**src/rtl/lcfd_pkg.sv**
```systemverilog
package lcfd_pkg;

    // Header pattern "DSDS" and its byte sum
    localparam logic [7:0]  HDR_D   = 8'h44;
    localparam logic [7:0]  HDR_S   = 8'h53;
    localparam logic [23:0] HDR_TRIPLE = {HDR_D, HDR_S, HDR_D};
    localparam logic [7:0]  HDR_SUM = 8'(HDR_D + HDR_S + HDR_D + HDR_S);

    // Smallest legal frame, first body position, and config reset value
    localparam int          MIN_FRAME_LEN = 8;
    localparam int          FIRST_POS     = 4;
    localparam int          CFG_W         = 10;
    localparam logic [9:0]  CFG_RESET     = 10'd512;

    // Output field widths
    localparam int BYTE_W = 8;
    localparam int POS_W  = 9;

    typedef enum logic [4:0] {
        PH_HUNT  = 5'b00001,
        PH_TYPE  = 5'b00010,
        PH_LENHI = 5'b00100,
        PH_LENLO = 5'b01000,
        PH_BODY  = 5'b10000
    } phase_t;

    typedef enum logic [1:0] {
        ST_OK        = 2'd0,
        ST_BAD_SUM   = 2'd1,
        ST_BAD_LEN   = 2'd2,
        ST_TRUNCATED = 2'd3
    } status_t;

    // One result from the parser toward the output register
    typedef struct packed {
        logic                valid;
        logic [BYTE_W-1:0]   frame_byte;
        logic [POS_W-1:0]    byte_pos;
        logic                last;
        status_t             status;
    } result_t;

endpackage

```
**src/rtl/length_checksum_frame_deframer.sv**
```systemverilog
// Frame deframer: hunts the byte stream for the header "DSDS", then passes
// every frame byte from position 4 on (type, length, body, checksum) with its
// position; header and hunted bytes give no output. The last output of a
// frame carries tlast and a status in tuser (ok, bad checksum, bad length,
// truncated by an input tlast). One byte is taken every clock; each result
// appears from the output register in the cycle after its input transfer, and
// input is stalled only while that register holds a result not yet taken.
module length_checksum_frame_deframer import lcfd_pkg::*; #(
    parameter int MAX_FRAME = 512
) (
    input  logic              aclk,
    input  logic              aresetn,

    input  logic              cfg_valid,
    output logic              cfg_ready,
    input  logic [CFG_W-1:0]  cfg_data,       // max_frame_len

    input  logic              s_axis_tvalid,
    output logic              s_axis_tready,
    input  logic [7:0]        s_axis_tdata,   // [7:0] rx_byte
    input  logic              s_axis_tlast,   // chunk_end

    output logic              m_axis_tvalid,
    input  logic              m_axis_tready,
    output logic [23:0]       m_axis_tdata,   // [7:0] frame_byte, [16:8] byte_pos
    output logic              m_axis_tlast,   // frame_last
    output logic [1:0]        m_axis_tuser    // [1:0] frame_status
);

    logic [CFG_W-1:0]  max_len_reg;
    logic              out_valid_reg;
    logic [BYTE_W-1:0] out_byte_reg;
    logic [POS_W-1:0]  out_pos_reg;
    logic              out_last_reg;
    status_t           out_status_reg;

    logic              step;
    result_t           res;

    // Length limit register
    assign cfg_ready = 1'b1;

    always_ff @(posedge aclk) begin
        if (!aresetn) begin
            max_len_reg <= CFG_RESET;
        end else if (cfg_valid && cfg_ready) begin
            max_len_reg <= cfg_data;
        end
    end

    // Accept input whenever the output register is free or being drained
    assign s_axis_tready = !out_valid_reg || m_axis_tready;
    assign step          = s_axis_tvalid && s_axis_tready;

    lcfd_parser #(
        .MAX_FRAME (MAX_FRAME)
    ) u_parser (
        .aclk      (aclk),
        .aresetn   (aresetn),
        .step      (step),
        .rx_byte   (s_axis_tdata),
        .chunk_end (s_axis_tlast),
        .max_len   (max_len_reg),
        .res       (res)
    );

    // Output register: load on a transfer, drop when taken
    always_ff @(posedge aclk) begin
        if (!aresetn) begin
            out_valid_reg <= 1'b0;
        end else if (step) begin
            out_valid_reg <= res.valid;
        end else if (m_axis_tready) begin
            out_valid_reg <= 1'b0;
        end
    end

    always_ff @(posedge aclk) begin
        if (step) begin
            out_byte_reg   <= res.frame_byte;
            out_pos_reg    <= res.byte_pos;
            out_last_reg   <= res.last;
            out_status_reg <= res.status;
        end
    end

    assign m_axis_tvalid = out_valid_reg;
    assign m_axis_tdata  = {7'b0, out_pos_reg, out_byte_reg};
    assign m_axis_tlast  = out_last_reg;
    assign m_axis_tuser  = out_status_reg;

endmodule

```
**src/rtl/lcfd_parser.sv**
```systemverilog
module lcfd_parser import lcfd_pkg::*; #(
    parameter int MAX_FRAME = 512
) (
    input  logic              aclk,
    input  logic              aresetn,
    input  logic              step,
    input  logic [7:0]        rx_byte,
    input  logic              chunk_end,
    input  logic [CFG_W-1:0]  max_len,
    output result_t           res
);

    localparam int LEN_W = $clog2(MAX_FRAME + 1);

    logic [23:0]      recent_reg, recent_next;
    phase_t           phase_reg, phase_next;
    logic [7:0]       len_hi_reg, len_hi_next;
    logic [LEN_W-1:0] pkt_len_reg, pkt_len_next;
    logic [LEN_W-1:0] pos_reg, pos_next;
    logic [7:0]       sum_reg, sum_next;

    logic [15:0]      hdr_len;
    logic [15:0]      limit;
    logic             body_end;

    // Limit in force is the smaller of the register and the build maximum
    always_comb begin
        if (16'(max_len) > 16'(MAX_FRAME)) begin
            limit = 16'(MAX_FRAME);
        end else begin
            limit = 16'(max_len);
        end
    end

    assign hdr_len  = {len_hi_reg, rx_byte};
    assign body_end = ({1'b0, pos_reg} + (LEN_W+1)'(1)) >= {1'b0, pkt_len_reg};

    // Next state and result for the byte at the input
    always_comb begin
        recent_next  = recent_reg;
        phase_next   = phase_reg;
        len_hi_next  = len_hi_reg;
        pkt_len_next = pkt_len_reg;
        pos_next     = pos_reg;
        sum_next     = sum_reg;

        res            = '0;
        res.frame_byte = rx_byte;
        res.byte_pos   = POS_W'(pos_reg);
        res.status     = ST_OK;

        case (phase_reg)
            PH_TYPE: begin
                res.valid  = 1'b1;
                sum_next   = sum_reg + rx_byte;
                pos_next   = pos_reg + LEN_W'(1);
                phase_next = PH_LENHI;
            end
            PH_LENHI: begin
                res.valid   = 1'b1;
                sum_next    = sum_reg + rx_byte;
                len_hi_next = rx_byte;
                pos_next    = pos_reg + LEN_W'(1);
                phase_next  = PH_LENLO;
            end
            PH_LENLO: begin
                res.valid = 1'b1;
                sum_next  = sum_reg + rx_byte;
                if (hdr_len < 16'(MIN_FRAME_LEN) || hdr_len > limit) begin
                    res.last   = 1'b1;
                    res.status = ST_BAD_LEN;
                    phase_next = PH_HUNT;
                end else begin
                    pkt_len_next = LEN_W'(hdr_len);
                    pos_next     = pos_reg + LEN_W'(1);
                    phase_next   = PH_BODY;
                end
            end
            PH_BODY: begin
                res.valid = 1'b1;
                if (body_end) begin
                    res.last   = 1'b1;
                    res.status = (rx_byte == sum_reg) ? ST_OK : ST_BAD_SUM;
                    phase_next = PH_HUNT;
                end else begin
                    sum_next = sum_reg + rx_byte;
                    pos_next = pos_reg + LEN_W'(1);
                end
            end
            default: begin
                // Hunt: slide the window one byte
                if (recent_reg == HDR_TRIPLE && rx_byte == HDR_S) begin
                    sum_next    = HDR_SUM;
                    pos_next    = LEN_W'(FIRST_POS);
                    recent_next = '0;
                    phase_next  = PH_TYPE;
                end else begin
                    recent_next = {recent_reg[15:0], rx_byte};
                    phase_next  = PH_HUNT;
                end
            end
        endcase

        // Chunk end aborts any open frame and restarts the hunt
        if (chunk_end) begin
            if (res.valid && !res.last) begin
                res.last   = 1'b1;
                res.status = ST_TRUNCATED;
            end
            recent_next = '0;
            phase_next  = PH_HUNT;
        end

        res.valid = res.valid & step;
    end

    // Advance state on each accepted transfer
    always_ff @(posedge aclk) begin
        if (!aresetn) begin
            recent_reg  <= '0;
            phase_reg   <= PH_HUNT;
            len_hi_reg  <= '0;
            pkt_len_reg <= '0;
            pos_reg     <= '0;
            sum_reg     <= '0;
        end else if (step) begin
            recent_reg  <= recent_next;
            phase_reg   <= phase_next;
            len_hi_reg  <= len_hi_next;
            pkt_len_reg <= pkt_len_next;
            pos_reg     <= pos_next;
            sum_reg     <= sum_next;
        end
    end

    // Chunk end always drops back to hunting
    assert property (@(posedge aclk) disable iff (!aresetn)
        (step && chunk_end) |=> (phase_reg == PH_HUNT))
        else $error("phase not hunting after chunk end");

    // A result on a chunk-end byte always closes the frame
    assert property (@(posedge aclk) disable iff (!aresetn)
        (step && chunk_end && res.valid) |-> res.last)
        else $error("chunk end result not marked last");

    // Status is only nonzero on the last byte of a frame
    assert property (@(posedge aclk) disable iff (!aresetn)
        (res.valid && !res.last) |-> (res.status == ST_OK))
        else $error("status set on a non-last byte");

    // Body position never reaches the frame length
    assert property (@(posedge aclk) disable iff (!aresetn)
        (phase_reg == PH_BODY) |-> (pos_reg < pkt_len_reg))
        else $error("body position past frame length");

endmodule
```
**config.mk**
```make
export PLATFORM = sky130hd
export DESIGN_NAME = length_checksum_frame_deframer
export DESIGN_NICKNAME = d
export VERILOG_FILES = /design/src/rtl/lcfd_pkg.sv /design/src/rtl/length_checksum_frame_deframer.sv /design/src/rtl/lcfd_parser.sv
export SDC_FILE = /design/constraint.sdc
export NUM_CORES = 1
export LEC_CHECK = 0
export BUFFER_PORTS_ARGS = -buffer_cell sky130_fd_sc_hd__buf_4
export CAP_MARGIN = 30
export CORE_MARGIN = 1
export CORE_UTILIZATION = 45
export CTS_CLUSTER_DIAMETER = 50
export DETAILED_ROUTE_END_ITERATION = 8
export HOLD_SLACK_MARGIN = 0.08
export MAX_ROUTING_LAYER = met4
export PLACE_DENSITY = 0.67
export RECOVER_POWER = 25
export SYNTH_ARGS = -nofsm -noshare
export SYNTH_HDL_FRONTEND = slang
export SYNTH_HIERARCHICAL = 1
export SYNTH_SLANG_ARGS = --single-unit
```
**constraint.sdc**
```tcl
create_clock -name aclk -period 5.4 [get_ports aclk]
set_input_delay 0.27 -clock aclk [delete_from_list [all_inputs] [get_ports aclk]]
set_output_delay 0.27 -clock aclk [all_outputs]
set_load 0.05 [all_outputs]
```
=== After elaboration in Yosys (flattened, before gate mapping) ===
Cells that the tools add are included.

* Register bits after elaboration: 96

* Multiplexer cells: 25
* Reductions and logical operators: 19
* Add/subtract/negate cells: 3
* Bitwise gates (word level): 2
* Order comparisons: 4
* Eq/ne operators: 11

{| class="wikitable"
|+ Operators with widths
! operator !! count
|-
| 2-to-1 mux 24 bit || 3
|-
| 2-to-1 mux 10 bit || 4
|-
| case mux 10 bit (3 select lines) || 1
|-
| equality test 24 x 23 -> 1 bit (second input constant) || 1
|-
| case mux 5 bit (4 select lines) || 1
|-
| > comparator 16 x 10 -> 1 bit || 1
|-
| < comparator 16 x 4 -> 1 bit (second input constant) || 1
|-
| 2-to-1 mux 8 bit || 2
|-
| case mux 8 bit (2 select lines) || 1
|-
| 2-to-1 mux 5 bit || 3
|-
| 2-to-1 mux 3 bit || 4
|-
| adder 10 x 1 -> 11 bit (second input constant) || 1
|-
| greater-or-equal comparator 11 x 10 -> 1 bit || 1
|-
| adder 10 x 1 -> 10 bit (second input constant) || 1
|-
| > comparator 10 bit (second input constant) || 1
|-
| adder 8 bit || 1
|-
| equality test 8 x 7 -> 1 bit (second input constant) || 1
|-
| equality test 8 bit || 1
|-
| case mux 3 bit (2 select lines) || 1
|-
| AND reduction 2 bit || 3
|-
| AND reduction 3 bit || 2
|-
| equality test 5 x 2 -> 1 bit (second input constant) || 1
|-
| equality test 5 x 3 -> 1 bit (second input constant) || 1
|-
| equality test 5 x 4 -> 1 bit (second input constant) || 1
|-
| other kinds (18) || 26
|}

=== Logic depth before layout (Yosys ltp) ===
Gate-level depths: netlist (run 1).

* Depth in word-level cells: 10
* Depth in mapped cells: 14

=== Modules after synthesis ===
The synthesis (run 1) kept the hierarchy.

{| class="wikitable"
|+ By module, submodules not included
! module !! times used !! area an instance (um^2) !! cells each !! seq. area each (um^2)
|-
| lcfd_parser || 1 || 3708.6 || 424 || 1301.2
|-
| length_checksum_frame_deframer || 1 || 1087.3 || 67 || 820.8
|}

=== Worst setup path before layout (run 1) ===
OpenSTA, ideal clock, no wires.

* Path type: register to register
* Start point: reg u_parser.pos_reg[0]
* End point: reg u_parser.pos_reg[5]
* Arrival: 3.127 ns
* Setup time: 0.122 ns
* Required time: 5.278 ns
* Stages on the path, launching flop included: 13
* Buffers on the path: 0
* Clock period less this slack: 3.249 ns
* Path slack: 2.151 ns
* Cells stage by stage: dfxtp_1 ha_1 nand3_1 or2_2 xnor2_1 ha_1 a21o_1 a221oi_1 o21ai_1 a21oi_1 o211a_2 a21oi_4 a221o_1

* Longest elaborated chain between the ends: 4
* Elaborated cells between the ends (all ways): 8
* Those cells by class: 2 x add/sub; 1 x order compare; 1 x eq/ne; 3 x mux; 1 x reduce/logical

{| class="wikitable"
|+ RTL lines
! what !! line !! RTL
|-
| start, declared || lcfd_parser.sv:19 || <nowiki>logic [LEN_W-1:0] pos_reg, pos_next;</nowiki>
|-
| start signal, assigned || lcfd_parser.sv:131 || <nowiki>pos_reg <= pos_next;</nowiki>
|-
| adder 10 x 1 -> 11 bit || lcfd_parser.sv:36 || <nowiki>assign body_end = ({1'b0, pos_reg} + (LEN_W+1)'(1)) >= {1'b0, pkt_len_reg};</nowiki>
|-
| greater-or-equal comparator 11 x 10 -> 1 bit || lcfd_parser.sv:36 ||
|-
| inequality test 2 bit (no line) || - ||
|-
| AND reduction 4 bit (no line) || - ||
|}

Several ways; a longest one is shown, not always the timed one. The select of a mux whose other input is x is not followed.
A chain may end at the register's enable or synchronous reset.

=== Worst setup path after layout (run 1) ===
Ends and elaborated chain as after synthesis.

==> summary.txt, run 1 <==
DRC Markers -> 0
Max-slew headroom -> 0.487
Synth Register Bits -> 96
Max Cap Viol -> 0
Final setup viols -> 0
H-Tree Depth -> 3
Initial Util -> 0.465
hold slack -> 128 ps
global placement routability congestion -> 0.826
Clock Latency Late Sink -> 360 ps
Top delay family on crit path -> compound AO/OA/AOI/OAI gates
final hold violation count -> 0
Die Wd -> 105 um
Tcrit/Tclk final -> 0.711
hold path start -> cfg_data[9]
full die area -> 11100 sq um
critical-path cell list -> ha_1, nand3_1, or2_2, xnor2_1, ha_1, a21o_1, a221oi_1, o21ai_1, a21oi_1, o211a_2, a21oi_4, a221o_1
Synth async-reset ratio -> 0
maximum clock frequency -> 260 MHz
Setup crit end kind -> register
clock sink count -> 96
Worst Clk Skew -> 12.0 ps
First-pass DRT Iterations -> 5
detailed-route via count -> 3544
DP Wirelength -> 6900 um
CP bufs+invs -> 0
post-CTS setup buffers -> 0
Total Neg Setup Slack -> 0 ps
Synth Flop Type -> dfxtp_1
WP data required -> 5660 ps
total gr overflow -> 0
fin. max-slew vios -> 0
Critical Path AT -> 4100 ps
area grow syn2layout -> 8.87%
num ports -> 54
maximum VDD drop -> 0.145 mV
# diodes -> 0
Critical Path Start -> u_parser/pos_reg[0]
Leak -> 2.20 nW
PostCTS Resize Cnt -> 0
GRT Total Usage -> 0.188
vias in the first global route -> 3392
Crit-path slowest cell -> o211a_2
die height -> 105 um
design area -> 5220 sq um
pre-CTS WS -> 1580 ps
Setup CP Type -> reg2reg
Final #Nets -> 565
core area -> 10300 sq um
antenna-violating nets left -> 0
worst min path class -> in2reg
RSZ-0062 raised after global routing -> no
first-pass GRT wire length -> 16200 um
Avg Cell Area, Syn -> 9.77 sq um
Worst-path clk slew -> 100 ps
reg2reg start -> u_parser/pos_reg[0]
crit path time final -> 3840 ps
area of the mapped netlist -> 4800 sq um
share of cells above drive strength 1 -> 0.120
WL per Instance -> 14.7 um
max incr delay on CP -> 520 ps
hold_buf cts -> 0
Yosys cell types -> 65
CTS Buffer Depth -> 2
Root Buffer -> clkbuf_8
Yosys top cell by area -> dfxtp_1
setup slack, reg-to-reg -> 1560 ps
Synth top area share -> 0.317
Startpoint Class -> register
starting DRC count in detailed routing -> 162
final core utilization -> 0.506
port bufs -> 45
num rows -> 37
power per cell area -> 264 nW/um^2
setup ws final -> 1560 ps
Post-synth EDFFs -> 20
DRT Wirelength -> 9620 um
Area after DPL -> 5060 sq um
initial antenna violation count -> 0
Crit path top cell by count -> ha_1
synth top area cells -> dfxtp_1, edfxtp_1, ha_1, mux2i_1, nor2_1
vias per cell -> 5.43
max FFs per register -> 24
Synth Instances -> 491
CTS tree -> done
status -> finished clean
Least-Margin Pin Slew -> 770 ps
Seq/Total Area, Yosys -> 0.442
synthesis warning total -> 6
largest net degree at the start of global routing -> 35
crit path max fanout -> 15
TritonCTS buffer count -> 9
[worst paths after layout]
kind	endpoint	depth (start not counted)
setup reg to reg	u_parser/pos_reg[5]	12
hold reg to reg	u_parser/sum_reg[4]	2
setup / recovery	u_parser/pos_reg[5]	12
hold / removal	max_len_reg[9]	3
[layout by cell type, fill, tap and decap left out, drive strengths merged, types with 8 or more instances in the layout]
master,count
nand3,14
nor2,68
a22oi,24
conb,8
nand2,26
dfxtp,76
clkbuf,25
mux2i,28
edfxtp,20
ha,28
inv,20
xnor2,9
nand2b,8
buf,34
a21oi,14
nor2b,16
[Yosys cell counts, types with 2 or more instances]
library cell and n:
clkbuf_1 12, nor3b_1 2, or2_2 2, mux2i_1 28, o21ai_1 2, nor3_1 3, nor4_1 5, and3_1 6
xor2_1 6, o21a_1 3, nor2_1 68, o31ai_1 2, o221a_2 3, a211o_1 2, nor2b_1 16, inv_1 16
nand2b_1 8, and4b_1 2, o41ai_1 2, or4_1 2, nand2_1 26, a22o_1 5, a21oi_1 13, a22oi_1 24
dfxtp_1 76, edfxtp_1 20, a311oi_1 3, a21o_1 5, a31oi_1 3, ha_1 28, nor4b_1 3, o21ai_0 3
and2_1 2, nand3_1 14, buf_2 3, a211oi_1 2, buf_4 26, o211ai_1 2, xnor2_1 9, conb_1 2
buf_6 3, nand4_1 6
[power by group]
group / internal, W / total, W / switching [W]
Sequential: 0.000747 / 0.000755 / 0.00000820
Clock: 0.000210 / 0.000486 / 0.000275
Combinational: 0.0000413 / 0.000136 / 0.0000943
Total: 0.000998 / 0.00138 / 0.000378
[tightest hold or removal path, cell delays in order]
cell	delay, ps
buf_4	80
mux2i_1	50
nand2_1	60
[layer usage]
| metal | GRT usage | vias to the layer above | share of wire |
|---|---|---|---|
| met5 | - | - | 0 |
| met4 | 0.0533 | 0 | 0.015 |
| met3 | 0.0315 | 15 | 0.049 |
| met2 | 0.307 | 98 | 0.48 |
| met1 | 0.240 | 1659 | 0.46 |
| li1 | - | 1772 | - |
[cell families after synthesis]
logic type | after synthesis | share of synthesized area
XOR/XNOR | 15 | 0.0274
multiplexers | 29 | 0.0608
buffers and inverters | 62 | 0.0744
AO/OA/AOI/OAI | 88 | 0.141
other | 2 | 0.00157
flip-flops | 96 | 0.442
AND/OR/NAND/NOR | 170 | 0.175
adder cells (fa/ha/maj) | 29 | 0.0772
[layout make-up]
| class | count | area, sq um |
|---|---|---|
| fill | 993 | 5100 |
| multi-input combinational | 339 | 2340 |
| sequential | 96 | 2120 |
| timing repair buffer | 49 | 312 |
| tap | 136 | 170 |
| clock buffer | 10 | 149 |
| clock inverter | 6 | 65.1 |
| inverter | 17 | 63.8 |
[per-stage QoR]
stage | instances | power (W)
4_1_cts | 653 | 0.00140
3_3_place_gp | 637 | 0.000909
6_report | 653 | 0.00138
2_1_floorplan | 497 | 0.000872
3_5_place_dp | 637 | 0.000912
5_1_grt | 653 | 0.00144
Note: power is estimated with default switching activity, not from simulation.
==> run 2: changes to the inputs <==
Clock period 5.4 ns to 3.9 ns, I/O delays scaled along.
==> summary.txt, run 2 (synthesis results as in run 1) <==
status -> finished clean
total gr overflow -> 0 (unchanged)
DP Wirelength -> 6960 um (+0.88%)
antenna-violating nets left -> 0 (unchanged)
Leak -> 2.24 nW (+1.7%)
power per cell area -> 362 nW/um^2 (+37%)
core area -> 10300 sq um (unchanged)
first-pass GRT wire length -> 16400 um (+1.1%)
H-Tree Depth -> 3 (unchanged)
TritonCTS buffer count -> 9 (unchanged)
setup ws final -> 384 ps (-1180 ps)
num rows -> 37 (unchanged)
Total Neg Setup Slack -> 0 ps (unchanged)
initial antenna violation count -> 0 (unchanged)
worst min path class -> in2reg
Final setup viols -> 0 (unchanged)
global placement routability congestion -> 0.872 (+5.6%)
WL per Instance -> 14.9 um (+1.3%)
largest net degree at the start of global routing -> 53 (+51%)
WP data required -> 4160 ps (-1500 ps)
Root Buffer -> clkbuf_8
design area -> 5300 sq um (+1.6%)
pre-CTS WS -> 439 ps (-1150 ps)
Final #Nets -> 574 (+1.6%)
vias in the first global route -> 3402 (+0.29%)
RSZ-0062 raised after global routing -> no
num ports -> 54 (unchanged)
Setup CP Type -> reg2reg
Clock Latency Late Sink -> 380 ps (+20 ps)
starting DRC count in detailed routing -> 194 (+20%)
GRT Total Usage -> 0.191 (+0.00339)
full die area -> 11100 sq um (unchanged)
Max-slew headroom -> 0.475 (-0.0115)
Tcrit/Tclk final -> 0.902 (+0.190)
vias per cell -> 5.42 (-0.19%)
Worst Clk Skew -> 17.1 ps (+5.10 ps)
PostCTS Resize Cnt -> 0 (unchanged)
Critical Path AT -> 3780 ps (-320 ps)
Initial Util -> 0.465 (unchanged)
max FFs per register -> 24 (unchanged)
Startpoint Class -> register
maximum clock frequency -> 284 MHz (+9.2%)
Least-Margin Pin Slew -> 787 ps (+17.2 ps)
detailed-route via count -> 3586 (+1.2%)
crit path time final -> 3520 ps (-324 ps)
maximum VDD drop -> 0.194 mV (+33%)
Setup crit end kind -> register
CTS tree -> done
number of fill cells -> 956 (-3.7%)
clock sink count -> 96 (unchanged)
Worst-path clk slew -> 100 ps (about the same)
final hold violation count -> 0 (unchanged)
port bufs -> 45 (unchanged)
# diodes -> 0 (unchanged)
crit path max fanout -> 7 (-8)
die height -> 105 um (unchanged)
total power -> 0.00192 W (+39%)
Die Wd -> 105 um (unchanged)
Area after DPL -> 5090 sq um (+0.44%)
most common cell after layout, fill and taps aside -> dfxtp_1
CTS Buffer Depth -> 2 (unchanged)
share of cells above drive strength 1 -> 0.124 (+0.00365)
area grow syn2layout -> 10.6%
DRC Markers -> 0 (unchanged)
First-pass DRT Iterations -> 5 (unchanged)
fin. max-slew vios -> 0 (unchanged)
most frequent cells in the layout -> dfxtp_1, nor2_1, buf_4
Max Cap Viol -> 0 (unchanged)
DRT Wirelength -> 9890 um (+2.7%)
## run 2: worst max-delay path: stages, from the launching register on
cell      delay [ps]
dfxtp_1          430
ha_1             260
nand3_1          160
or2_2            370
xnor2_1          140
ha_1             300
a21o_1           160
a221oi_1         260
o21ai_1          130
a311o_1          380
o21ai_1          440
a311oi_1         110
a211o_1          280
## run 2: metal layers
metal / routed length (um) / GRT usage
met1: 4580 / 0.246
met2: 4720 / 0.309
met3: 449 / 0.0396
met4: 141 / 0.0453
met5: 0 / -
## run 2: worst paths after layout
path                       startpoint                     to  slack (ps)  cells past startpoint
setup / recovery  u_parser/pos_reg[0]  u_parser/phase_reg[0]         380                     12
hold / removal            cfg_data[1]         max_len_reg[1]          80                      3
setup reg to reg  u_parser/pos_reg[0]  u_parser/phase_reg[0]         380                     12
hold reg to reg   u_parser/sum_reg[0]    u_parser/sum_reg[0]         480                      2
## run 2: through the flow
step,utilization,hold WS [ps],cells
global route,0.514,86.4,662
finish,0.514,83.8,662
CTS,0.517,80.7,660
global placement,0.493,411,640
floorplan,-,323,497
detailed placement,0.493,421,640
## run 2: final cells by class
type | instances | area [sq um] | share of cell area
clock buffer | 10 | 149 | 0.0281
clock inverter | 6 | 65.1 | 0.0123
inverter | 17 | 63.8 | 0.0120
multi-input combinational | 339 | 2340 | 0.441
sequential | 96 | 2120 | 0.400
tap | 136 | 170 | 0.0321
timing repair buffer | 58 | 394 | 0.0743
## run 2: repair_timing
| action | 4_1_cts | 5_1_grt |
|---|---|---|
| hold buffers | 4 | 2 |
| setup buffers | 0 | 0 |
| hold endpoints to repair | 4 | 2 |
## run 2: power breakdown
part	leakage (nW)	internal (W)	total (W)	switching [W]
combinational	1.31	0.0000618	0.000194	0.000132
clock	0.109	0.000291	0.000679	0.000388
sequential	0.820	0.00103	0.00105	0.0000118
total	2.24	0.00139	0.00192	0.000532
==> run 3: changes to the inputs <==
Settings changed: BUFFER_PORTS_ARGS -buffer_cell sky130_fd_sc_hd__buf_4 to -buffer_cell sky130_fd_sc_hd__buf_2.
==> summary.txt, run 3 (synthesis results as in run 1) <==
RSZ-0062 raised after global routing -> no
Clock Latency Late Sink -> 360 ps (-20 ps)
Root Buffer -> clkbuf_8
antenna-violating nets left -> 0 (unchanged)
Critical Path AT -> 3800 ps (+20 ps)
DRC Markers -> 0 (unchanged)
setup ws final -> 343 ps (-40.4 ps)
Tcrit/Tclk final -> 0.912 (+0.0104)
crit path max fanout -> 7 (unchanged)
TritonCTS buffer count -> 9 (unchanged)
Setup crit end kind -> register
hold slack -> 98.1 ps (+14.3 ps)
worst min path class -> in2reg
Max Cap Viol -> 0 (unchanged)
DP Wirelength -> 6910 um (-0.79%)
Max-slew headroom -> 0.490 (+0.0149)
Initial Util -> 0.465 (unchanged)
area grow syn2layout -> 8.48%
final hold violation count -> 0 (unchanged)
Die Wd -> 105 um (unchanged)
status -> finished clean
largest net degree at the start of global routing -> 49 (-7.5%)
Final setup viols -> 0 (unchanged)
power per cell area -> 358 nW/um^2 (-1.1%)
full die area -> 11100 sq um (unchanged)
num ports -> 54 (unchanged)
detailed-route via count -> 3594 (+0.22%)
WP data required -> 4150 ps (about the same)
Leak -> 2.20 nW (-1.8%)
design area -> 5200 sq um (-1.9%)
pre-CTS WS -> 356 ps (-83.1 ps)
clock sink count -> 96 (unchanged)
# diodes -> 0 (unchanged)
initial antenna violation count -> 0 (unchanged)
port bufs -> 45 (unchanged)
most common cell after layout, fill and taps aside -> dfxtp_1
Worst-path clk slew -> 100 ps (about the same)
H-Tree Depth -> 3 (unchanged)
crit path time final -> 3560 ps (+40.4 ps)
core area -> 10300 sq um (unchanged)
Least-Margin Pin Slew -> 765 ps (-22.4 ps)
max FFs per register -> 24 (unchanged)
maximum clock frequency -> 281 MHz (-1.1%)
die height -> 105 um (unchanged)
first-pass GRT wire length -> 16100 um (-1.5%)
starting DRC count in detailed routing -> 239 (+23%)
Setup CP Type -> reg2reg
share of cells above drive strength 1 -> 0.124 (+0.000235)
CTS Buffer Depth -> 2 (unchanged)
Worst Clk Skew -> 11.5 ps (-5.63 ps)
vias per cell -> 5.44 (+0.37%)
maximum VDD drop -> 0.193 mV (-0.17%)
vias in the first global route -> 3336 (-1.9%)
global placement routability congestion -> 0.826 (-5.3%)
WL per Instance -> 14.9 um (-0.33%)
Startpoint Class -> register
num rows -> 37 (unchanged)
total gr overflow -> 0 (unchanged)
fin. max-slew vios -> 0 (unchanged)
DRT Wirelength -> 9840 um (-0.49%)
Final #Nets -> 573 (-0.17%)
First-pass DRT Iterations -> 6 (+1)
Total Neg Setup Slack -> 0 ps (unchanged)
most frequent cells in the layout -> dfxtp_1, nor2_1, buf_2
Area after DPL -> 4970 sq um (-2.2%)
CTS tree -> done
GRT Total Usage -> 0.187 (-0.00383)
[run 3: cell count changes in the layout (fill, tap and decap cells not counted), moves of 2 or more]
cell and delta:
buf_4 -26, buf_2 +30, clkbuf_4 -4, inv_6 -2, clkinvlp_4 +2
[run 3: power breakdown]
part / total (W) / leakage, nW / internal (W) / switching, W
clock network: 0.000633 / 0.0942 / 0.000251 / 0.000381
registers: 0.00104 / 0.820 / 0.00103 / 0.0000109
logic: 0.000184 / 1.28 / 0.0000520 / 0.000132
total: 0.00186 / 2.20 / 0.00134 / 0.000524
[run 3: metal layers]
| metal | vias to the layer above | track usage | wire, um |
|---|---|---|---|
| li1 | 1790 | - | - |
| met1 | 1698 | 0.231 | 4460 |
| met2 | 98 | 0.313 | 4850 |
| met3 | 8 | 0.0353 | 436 |
| met4 | 0 | 0.0523 | 97 |
| met5 | - | - | 0 |
[run 3: worst max-delay path, cell delays in order, from the launching register on]
cell	delay [ps]
dfxtp_1	440
ha_1	260
nand3_1	150
or2_2	370
xnor2_1	150
ha_1	300
a21o_1	160
a221oi_1	280
o21ai_1	140
a311o_1	390
o21ai_1	410
a311oi_1	100
a211o_1	290
[run 3: worst paths after layout]
check,startpoint,to,slack (ps),depth (start not counted)
worst max-delay path,u_parser/pos_reg[0],u_parser/phase_reg[0],340,12
worst min-delay path,cfg_data[3],max_len_reg[3],100,3
worst max register to register,u_parser/pos_reg[0],u_parser/phase_reg[0],340,12
worst min register to register,u_parser/sum_reg[0],u_parser/sum_reg[0],480,2
[run 3: per-stage QoR]
stage,instances,total power [W],util
2_1_floorplan,497,0.00121,-
3_5_place_dp,640,0.00125,0.482
4_1_cts,661,0.00188,0.506
3_3_place_gp,640,0.00124,0.482
6_report,661,0.00186,0.504
5_1_grt,661,0.00194,0.504
[run 3: repair_timing]
item / 4_1_cts / 5_1_grt
resized for setup: 0 / 0
setup buffers: 0 / 0
hold buffers: 5 / 0
endpoints found under the hold margin: 5 / 0
[run 3: final cells by class]
cell class / instances / area, sq um
Tap cell: 136 / 170
Clock buffer: 9 / 124
Timing Repair Buffer: 57 / 309
Sequential cell: 96 / 2120
Fill cell: 963 / 5120
Clock inverter: 7 / 73.8
Inverter: 17 / 63.8
Multi-Input combinational cell: 339 / 2340
